==> src/hw/rtl/mexp_pkg.sv <==
`timescale 1ns / 1ps
// Shared types and constants for the modular exponentiation block.
// No dependencies; used by mexp_mulmod and modular_exponentiation.
package mexp_pkg;

   localparam int DATA_WIDTH = 32;

   typedef struct packed {
      logic busy;
      logic done;
   } mulmod_status_type;

endpackage

==> src/hw/rtl/mexp_mulmod.sv <==
`timescale 1ns / 1ps
// Shared modular multiplier: one product register and a shift-subtract reducer.
// Depends on mexp_pkg for the status struct.
module mexp_mulmod #(
   parameter int OPERAND_WIDTH = 32
) (
   input  logic                         clock,
   input  logic                         reset,
   input  logic                         start,
   input  logic [OPERAND_WIDTH-1:0]     op_a,
   input  logic [OPERAND_WIDTH-1:0]     op_b,
   input  logic [OPERAND_WIDTH-1:0]     modulus,
   output mexp_pkg::mulmod_status_type  status,
   output logic [OPERAND_WIDTH-1:0]     result
);
   import mexp_pkg::*;

   localparam int PW = 2 * OPERAND_WIDTH;
   localparam int CW = $clog2(PW + 1);

   logic [PW-1:0]            prod_ff, prod_in;
   logic [OPERAND_WIDTH-1:0] rem_ff, rem_in;
   logic [CW-1:0]            cnt_ff, cnt_in;
   logic                     busy_ff, busy_in;
   logic                     done_ff, done_in;
   logic [OPERAND_WIDTH:0]   trial;
   logic [OPERAND_WIDTH:0]   diff;

   assign trial = {rem_ff, prod_ff[PW-1]};
   assign diff  = trial - {1'b0, modulus};

   always_comb begin
      prod_in = prod_ff;
      rem_in  = rem_ff;
      cnt_in  = cnt_ff;
      busy_in = busy_ff;
      done_in = 1'b0;
      if (start) begin
         prod_in = PW'(op_a) * PW'(op_b);
         rem_in  = '0;
         cnt_in  = CW'(PW);
         busy_in = 1'b1;
      end else if (busy_ff) begin
         prod_in = {prod_ff[PW-2:0], 1'b0};
         if (trial >= {1'b0, modulus}) begin
            rem_in = diff[OPERAND_WIDTH-1:0];
         end else begin
            rem_in = trial[OPERAND_WIDTH-1:0];
         end
         cnt_in = cnt_ff - CW'(1);
         if (cnt_ff == CW'(1)) begin
            busy_in = 1'b0;
            done_in = 1'b1;
         end
      end
   end

   always_ff @(posedge clock) begin
      if (reset) begin
         busy_ff <= 1'b0;
         done_ff <= 1'b0;
         cnt_ff  <= '0;
      end else begin
         busy_ff <= busy_in;
         done_ff <= done_in;
         cnt_ff  <= cnt_in;
      end
   end

   always_ff @(posedge clock) begin
      prod_ff <= prod_in;
      rem_ff  <= rem_in;
   end

   assign status.busy = busy_ff;
   assign status.done = done_ff;
   assign result      = rem_ff;

endmodule

==> src/hw/rtl/modular_exponentiation.sv <==
`timescale 1ns / 1ps
// Modular exponentiation top level: sequencer, operand registers and output register.
// Depends on mexp_pkg and mexp_mulmod.
//
// Usage: a request beat on req_ carries base, exponent and modulus; one response
// beat on rsp_ carries base^exponent mod modulus and a zero-modulus error flag.
// The exponent is scanned from its least significant bit. Each scanned bit passes
// through the scan state, one modular squaring and, when the bit is set, one
// modular multiply. Every such operation runs on the single shared multiplier and
// reducer; the product is loaded in the cycle that starts it, and the sequencer
// then waits while the reducer takes one shift-subtract step per product bit and
// hands the result back. The scan ends once no set exponent bit remains; a zero
// modulus skips the scan and goes straight to the response, while a zero exponent
// ends at the first scan and returns the initial accumulator value of one.
// The block takes one item at a time; req_tready is high only while it is idle.
// A finished response sits in the output register until rsp_tready takes it;
// a new request may be accepted meanwhile, and its result waits if the output
// register is still occupied. Reset is synchronous and clears all control state;
// no response is pending after reset.
module modular_exponentiation #(
   parameter int OPERAND_WIDTH = 32
) (
   input  logic        clock,
   input  logic        reset,
   input  logic        req_tvalid,
   output logic        req_tready,
   input  logic [95:0] req_tdata,   // base[31:0], exponent[63:32], modulus[95:64]
   output logic        rsp_tvalid,
   input  logic        rsp_tready,
   output logic [31:0] rsp_tdata,   // power_result[31:0]
   output logic        rsp_tuser    // zero_modulus_error
);
   import mexp_pkg::*;

   localparam int W = OPERAND_WIDTH;

   localparam logic [2:0] ST_IDLE = 3'd0;
   localparam logic [2:0] ST_SCAN = 3'd1;
   localparam logic [2:0] ST_ACC  = 3'd2;
   localparam logic [2:0] ST_SQ   = 3'd3;
   localparam logic [2:0] ST_DONE = 3'd4;

   logic [2:0]            state_ff, state_in;
   logic [W-1:0]          acc_ff, acc_in;
   logic [W-1:0]          sq_ff, sq_in;
   logic [W-1:0]          exp_ff, exp_in;
   logic [W-1:0]          mod_ff, mod_in;
   logic                  err_ff, err_in;
   logic                  rsp_valid_ff, rsp_valid_in;
   logic [DATA_WIDTH-1:0] rsp_data_ff, rsp_data_in;
   logic                  rsp_err_ff, rsp_err_in;

   logic                  req_beat;
   logic                  slot_free;
   logic                  unit_start;
   logic [W-1:0]          unit_op_a;
   logic [W-1:0]          unit_result;
   mulmod_status_type     unit_status;
   logic [W-1:0]          in_base;
   logic [W-1:0]          in_exp;
   logic [W-1:0]          in_mod;

   assign in_base   = req_tdata[W-1:0];
   assign in_exp    = req_tdata[DATA_WIDTH+W-1:DATA_WIDTH];
   assign in_mod    = req_tdata[2*DATA_WIDTH+W-1:2*DATA_WIDTH];
   assign req_tready = (state_ff == ST_IDLE);
   assign req_beat  = req_tvalid && req_tready;
   assign slot_free = !rsp_valid_ff || rsp_tready;

   assign unit_op_a  = (state_ff == ST_SCAN && exp_ff[0]) ? acc_ff : sq_ff;
   assign unit_start = (state_ff == ST_SCAN && exp_ff != '0) ||
                       (state_ff == ST_ACC && unit_status.done);

   mexp_mulmod #(
      .OPERAND_WIDTH(W)
   ) u_mulmod (
      .clock   (clock),
      .reset   (reset),
      .start   (unit_start),
      .op_a    (unit_op_a),
      .op_b    (sq_ff),
      .modulus (mod_ff),
      .status  (unit_status),
      .result  (unit_result)
   );

   always_comb begin
      state_in     = state_ff;
      acc_in       = acc_ff;
      sq_in        = sq_ff;
      exp_in       = exp_ff;
      mod_in       = mod_ff;
      err_in       = err_ff;
      rsp_data_in  = rsp_data_ff;
      rsp_err_in   = rsp_err_ff;
      rsp_valid_in = rsp_valid_ff && !rsp_tready;
      unique case (state_ff)
         ST_IDLE: begin
            if (req_beat) begin
               sq_in  = in_base;
               exp_in = in_exp;
               mod_in = in_mod;
               if (in_mod == '0) begin
                  acc_in   = '0;
                  err_in   = 1'b1;
                  state_in = ST_DONE;
               end else begin
                  acc_in   = W'(1);
                  err_in   = 1'b0;
                  state_in = ST_SCAN;
               end
            end
         end
         ST_SCAN: begin
            if (exp_ff == '0) begin
               state_in = ST_DONE;
            end else if (exp_ff[0]) begin
               state_in = ST_ACC;
            end else begin
               state_in = ST_SQ;
            end
         end
         ST_ACC: begin
            if (unit_status.done) begin
               acc_in   = unit_result;
               state_in = ST_SQ;
            end
         end
         ST_SQ: begin
            if (unit_status.done) begin
               sq_in    = unit_result;
               exp_in   = exp_ff >> 1;
               state_in = ST_SCAN;
            end
         end
         ST_DONE: begin
            if (slot_free) begin
               rsp_valid_in = 1'b1;
               rsp_data_in  = DATA_WIDTH'(acc_ff);
               rsp_err_in   = err_ff;
               state_in     = ST_IDLE;
            end
         end
         default: begin
            state_in = ST_IDLE;
         end
      endcase
   end

   always_ff @(posedge clock) begin
      if (reset) begin
         state_ff     <= ST_IDLE;
         rsp_valid_ff <= 1'b0;
      end else begin
         state_ff     <= state_in;
         rsp_valid_ff <= rsp_valid_in;
      end
   end

   always_ff @(posedge clock) begin
      acc_ff      <= acc_in;
      sq_ff       <= sq_in;
      exp_ff      <= exp_in;
      mod_ff      <= mod_in;
      err_ff      <= err_in;
      rsp_data_ff <= rsp_data_in;
      rsp_err_ff  <= rsp_err_in;
   end

   assign rsp_tvalid = rsp_valid_ff;
   assign rsp_tdata  = rsp_data_ff;
   assign rsp_tuser  = rsp_err_ff;

`ifndef SYNTH
   // The shared unit is only started when it is free.
   a_start_when_free: assert property (@(posedge clock) disable iff (reset)
      unit_start |-> !unit_status.busy)
      else $error("mulmod started while busy");

   // A finished operation is only handed back while the sequencer waits for it.
   a_done_in_wait: assert property (@(posedge clock) disable iff (reset)
      unit_status.done |-> (state_ff == ST_ACC || state_ff == ST_SQ))
      else $error("mulmod done outside a wait state");

   // An error response always carries a zero result.
   a_error_zero: assert property (@(posedge clock) disable iff (reset)
      (rsp_tvalid && rsp_tuser) |-> (rsp_tdata == '0))
      else $error("error response with nonzero result");
`endif

endmodule
==> config.mk <==
export PLATFORM = sky130hd
export DESIGN_NAME = modular_exponentiation
export DESIGN_NICKNAME = d
export VERILOG_FILES = /design/src/hw/rtl/mexp_pkg.sv /design/src/hw/rtl/mexp_mulmod.sv /design/src/hw/rtl/modular_exponentiation.sv
export SDC_FILE = /design/constraint.sdc
export NUM_CORES = 2
export LEC_CHECK = 0
export BUFFER_PORTS_ARGS = -buffer_cell sky130_fd_sc_hd__buf_2
export CORE_MARGIN = 8
export CORE_UTILIZATION = 46
export CTS_BUF_LIST = sky130_fd_sc_hd__clkbuf_16
export CTS_CLUSTER_SIZE = 20
export DETAILED_ROUTE_END_ITERATION = 10
export SLEW_MARGIN = 40
export SYNTH_ARGS = -nofsm -noshare
export SYNTH_HDL_FRONTEND = slang
export SYNTH_SLANG_ARGS = --single-unit
==> constraint.sdc <==
create_clock -name clock -period 11.66 [get_ports clock]
set_clock_uncertainty 0.2 [all_clocks]
set_input_delay 2.332 -clock clock [delete_from_list [all_inputs] [get_ports clock]]
set_output_delay 2.332 -clock clock [all_outputs]
set_load 0.02 [all_outputs]
==> results by group <==
CTS
  • Number of buffers added to fix hold violations after cts: 0
  • CTS root buffer: sky130_fd_sc_hd__clkbuf_16
  • Maximum level of the CTS H-tree: 1
  • Resized cells post-CTS: 0
  • Maximum clock path buffer count: 3
  • Post-CTS Setup Repair Bufs: 0
  • Clock tree from TritonCTS: done
  • Source-to-sink clock delay at the later pin of the worst-skew pair: 0.63 ns
  • CTS sink cnt: 271
  • TritonCTS Buffers: 30
  • Clk pin slew, worst setup/hold paths: 0.07 ns

Synth
  • Ranking of synthesized cells by area: sky130_fd_sc_hd__fa_1 (38%), sky130_fd_sc_hd__edfxtp_1 (15%), sky130_fd_sc_hd__and2_1 (8.2%)
  • Number of warnings reported in the yosys synthesis log: 0
  • Portion of the post-synthesis area used by sequential elements: 16.5%
  • Synthesized netlist net count: 6322
  • Most used standard cells in the synthesized netlist: sky130_fd_sc_hd__inv_1 (898), sky130_fd_sc_hd__fa_1 (897), sky130_fd_sc_hd__nand2_1 (886), sky130_fd_sc_hd__and2_1 (610), sky130_fd_sc_hd__ha_1 (297)
  • Distinct cell type count after synthesis: 91
  • Async set-or-reset flop fraction in the synthesized netlist: 0%
  • Most common cell in the synthesized netlist: sky130_fd_sc_hd__inv_1
  • Area share of the largest cell type after synthesis: 38.5%
  • Synthesized cell area: 46700 um^2
  • Most frequently used flop master after synthesis: sky130_fd_sc_hd__edfxtp_1
  • Synthesized instance count: 5028
  • Flip-flop and latch count after synthesis: 271
  • Number of enable flip-flop cells after synthesis: 226
  • Post-synthesis cell type with the largest combined area: sky130_fd_sc_hd__fa_1
  • Average size of a mapped cell: 9.28 um^2

Die
  • Die outline area: 112000 um^2
  • Initial core utilization: 46.1%
  • Die width: 335 um
  • Std cell rows: 117
  • Core outline area: 101000 um^2
  • Chip Height: 335 um
  • Ports: 135

Finish
  • Multi-input combinational cell area: 34500 um^2
  • Share of post-route cells with drive strength above 1: 6.80%
  • Fillers: 9551
  • Layout area overhead: 6.46%
  • Sequential Area: 7690 um^2
  • Nets: 6282
  • Final Non-Filler Cells: 6382

GRT
  • Via count of the first global-routing pass: 36.8k
  • Wire length of the first global-routing pass: 212000 um
  • Remaining global-route overflow: 0
  • Antenna violations before repair: 5
  • Total global routing track utilization: 24.1%
  • Maximum number of pins on one net before global-route repair: 107

Timing
  • Min Clock Period, post-route: 9.87 ns
  • Final-report max-slew violation count: 0
  • Period utilisation layout: 84.6%
  • Worst-margin pin slew: 0.885 ns
  • Final Hold Vio Count: 0
  • Rel. slew slack: 40.8%
  • Final hold slack: 0.252 ns
  • Setup repair after global routing missed its margin: no
  • Fin Setup TNS: 0 ns
  • Count of endpoints failing setup in the final report: 0
  • Maximum clock frequency: 0.101 GHz

Placed design
  • Final estimated routing congestion in global placement: 0.944
  • Cells after DPL: 6324
  • PortBufs: 134
  • Detailed-placement wirelength estimate: 104000 um

Critical path
  • Critical-path top delay cell: sky130_fd_sc_hd__dfxtp_1
  • Logic depth of the worst register-to-register path: 25
  • Crit path buf inv count: 4
  • Longest individual stage delay on the worst path: 0.67 ns
  • Most prevalent standard cell on the critical path: sky130_fd_sc_hd__fa_1
  • Arrival time at the worst endpoint: 9.99 ns
  • Endpoint required time on the critical path: 11.78 ns
  • Crit end category: register
  • Worst setup SP type: register
  • Worst Path Max Fanout: 29
  • CP top delay family: adder cells
  • Critical path type: reg -> reg
  • Levels on crit path: 25

Route
  • Sum of routed wire length over all layers: 133000 um
  • Number of search-and-repair iterations in the first detailed-routing pass: 6
  • Via count: 34.0k
  • Detailed-route vias per instance: 5.32
  • Average wire per standard cell: 20.8 um
  • Count of routing violations after the opening detailed-route iteration: 2269
  • Count of unresolved DRC violations after routing: 0
  • Routed Antenna Nets: 0

Min path
  • Instance count along the most critical hold path: 0
  • Class of the most critical hold timing path: reg -> reg

Run
  • Maxcap violations: 0

Outcome
  • Result of the run: complete, no violations
## cell families after synthesis
| family | count (synthesis) | synth area share [%] |
|---|---|---|
| mux | 6 | 0.134 |
| buf+inv | 1196 | 9.77 |
| fa+ha+maj | 1194 | 46.4 |
| simple gates | 1784 | 18.7 |
| compound gates | 503 | 7.07 |
| flops | 271 | 16.5 |
| xor+xnor | 74 | 1.39 |
## metal layers
layer	GRT usage, %	up-vias	share of wire [%]
met3	3.87	186	6.9
met2	39.4	1061	47
met1	33.7	17376	44
met4	5.93	0	2.6
li1	-	15353	-
met5	0	-	0
## metrics by stage
stage	utilization, %	worst slack, ns	area [um^2]
final	49.1	1.79	49700
after global placement	48.1	1.90	48600
after detailed placement	48.1	1.99	48700
after CTS	49.1	1.93	49700
after global routing	49.1	1.56	49700
after floorplan	-	3.41	46700
## final cells by class
cell class	instances	share of cell area (%)
clock buffer	30	1.51
antenna	2	0.0101
tap	1368	3.45
multi-input combinational	3561	69.5
inverter	899	6.79
clock inverter	26	0.479
sequential	271	15.5
timing repair buffer	225	2.78
## path summary, 6_finish.rpt
| kind | start | to | slack, ns |
|---|---|---|---|
| worst min-delay path | err_ff | rsp_tuser | 0.25 |
| worst min register to register | err_ff | rsp_tuser | 0.25 |
| worst max register to register | state_ff[2] | u_mulmod.prod_ff[47] | 1.79 |
| worst max-delay path | state_ff[2] | u_mulmod.prod_ff[47] | 1.79 |
## cells in the final DEF, fill, tap and decap left out, types with 6 or more instances in the layout
master                      netlist  final
sky130_fd_sc_hd__and3_1          21     21
sky130_fd_sc_hd__o311ai_0         6      6
sky130_fd_sc_hd__buf_4            2     86
sky130_fd_sc_hd__clkbuf_16        0     30
sky130_fd_sc_hd__nand2b_1         7      7
sky130_fd_sc_hd__a211oi_1        17     17
sky130_fd_sc_hd__nand3b_1         6      6
sky130_fd_sc_hd__nor2b_1         10     10
sky130_fd_sc_hd__o211ai_1        15     15
sky130_fd_sc_hd__o31ai_1         10     10
sky130_fd_sc_hd__inv_1          898    904
sky130_fd_sc_hd__a21oi_1        108    107
sky130_fd_sc_hd__xnor2_1         55     55
sky130_fd_sc_hd__o21a_1          29     29
sky130_fd_sc_hd__o21bai_1        14     14
sky130_fd_sc_hd__edfxtp_1       226    226
sky130_fd_sc_hd__nand4_1         31     31
sky130_fd_sc_hd__a21o_1          50     48
sky130_fd_sc_hd__xor2_1          19     19
sky130_fd_sc_hd__dfxtp_1         45     44
sky130_fd_sc_hd__nor2_1          85     84
sky130_fd_sc_hd__nand2_1        886    870
sky130_fd_sc_hd__and2_1         610    610
sky130_fd_sc_hd__o21ai_0        133    133
sky130_fd_sc_hd__nand2_2          0     15
sky130_fd_sc_hd__nand3_1         41     41
sky130_fd_sc_hd__nor4_1          21     21
sky130_fd_sc_hd__nor3_1          23     23
sky130_fd_sc_hd__o21ai_1         14     13
sky130_fd_sc_hd__ha_1           297    297
sky130_fd_sc_hd__or3_1           10     10
sky130_fd_sc_hd__a31oi_1         34     34
sky130_fd_sc_hd__buf_2           26    134
sky130_fd_sc_hd__fa_1           897    897
## registers in the layout (all words and copies together) (netlist names)
signal and flops:
rsp_tdata 32, rsp_tuser 1, state_ff 3, exp_ff 32, err_ff 1, rsp_tvalid 1, u_mulmod.prod_ff 64, u_mulmod.busy_ff 1
u_mulmod.result 32, acc_ff 32, u_mulmod.cnt_ff 7, sq_ff 32, u_mulmod.done_ff 1, mod_ff 32
## worst reg2reg max path, cell delays in order (launching register included)
cell                        delay, ns
sky130_fd_sc_hd__dfxtp_1         0.67
sky130_fd_sc_hd__nand4bb_4       0.34
sky130_fd_sc_hd__buf_4           0.38
sky130_fd_sc_hd__nand2_1         0.12
sky130_fd_sc_hd__nand2_2         0.67
sky130_fd_sc_hd__buf_4           0.29
sky130_fd_sc_hd__and2_1          0.16
sky130_fd_sc_hd__fa_1            0.45
sky130_fd_sc_hd__fa_1            0.54
sky130_fd_sc_hd__inv_1           0.07
sky130_fd_sc_hd__fa_1            0.50
sky130_fd_sc_hd__fa_1            0.52
sky130_fd_sc_hd__inv_1           0.06
sky130_fd_sc_hd__fa_1            0.58
sky130_fd_sc_hd__fa_1            0.44
sky130_fd_sc_hd__fa_1            0.63
sky130_fd_sc_hd__fa_1            0.47
sky130_fd_sc_hd__ha_1            0.46
sky130_fd_sc_hd__nand2_1         0.11
sky130_fd_sc_hd__nor3_1          0.31
sky130_fd_sc_hd__o2111ai_1       0.28
sky130_fd_sc_hd__a31oi_1         0.41
sky130_fd_sc_hd__o211ai_2        0.22
sky130_fd_sc_hd__a211oi_1        0.36
sky130_fd_sc_hd__mux2i_1         0.22
sky130_fd_sc_hd__o311ai_0        0.15
Power is left out: the tool's default activity adds up to more than one toggle a clock period on the data nets, which glitch-free logic cannot reach.
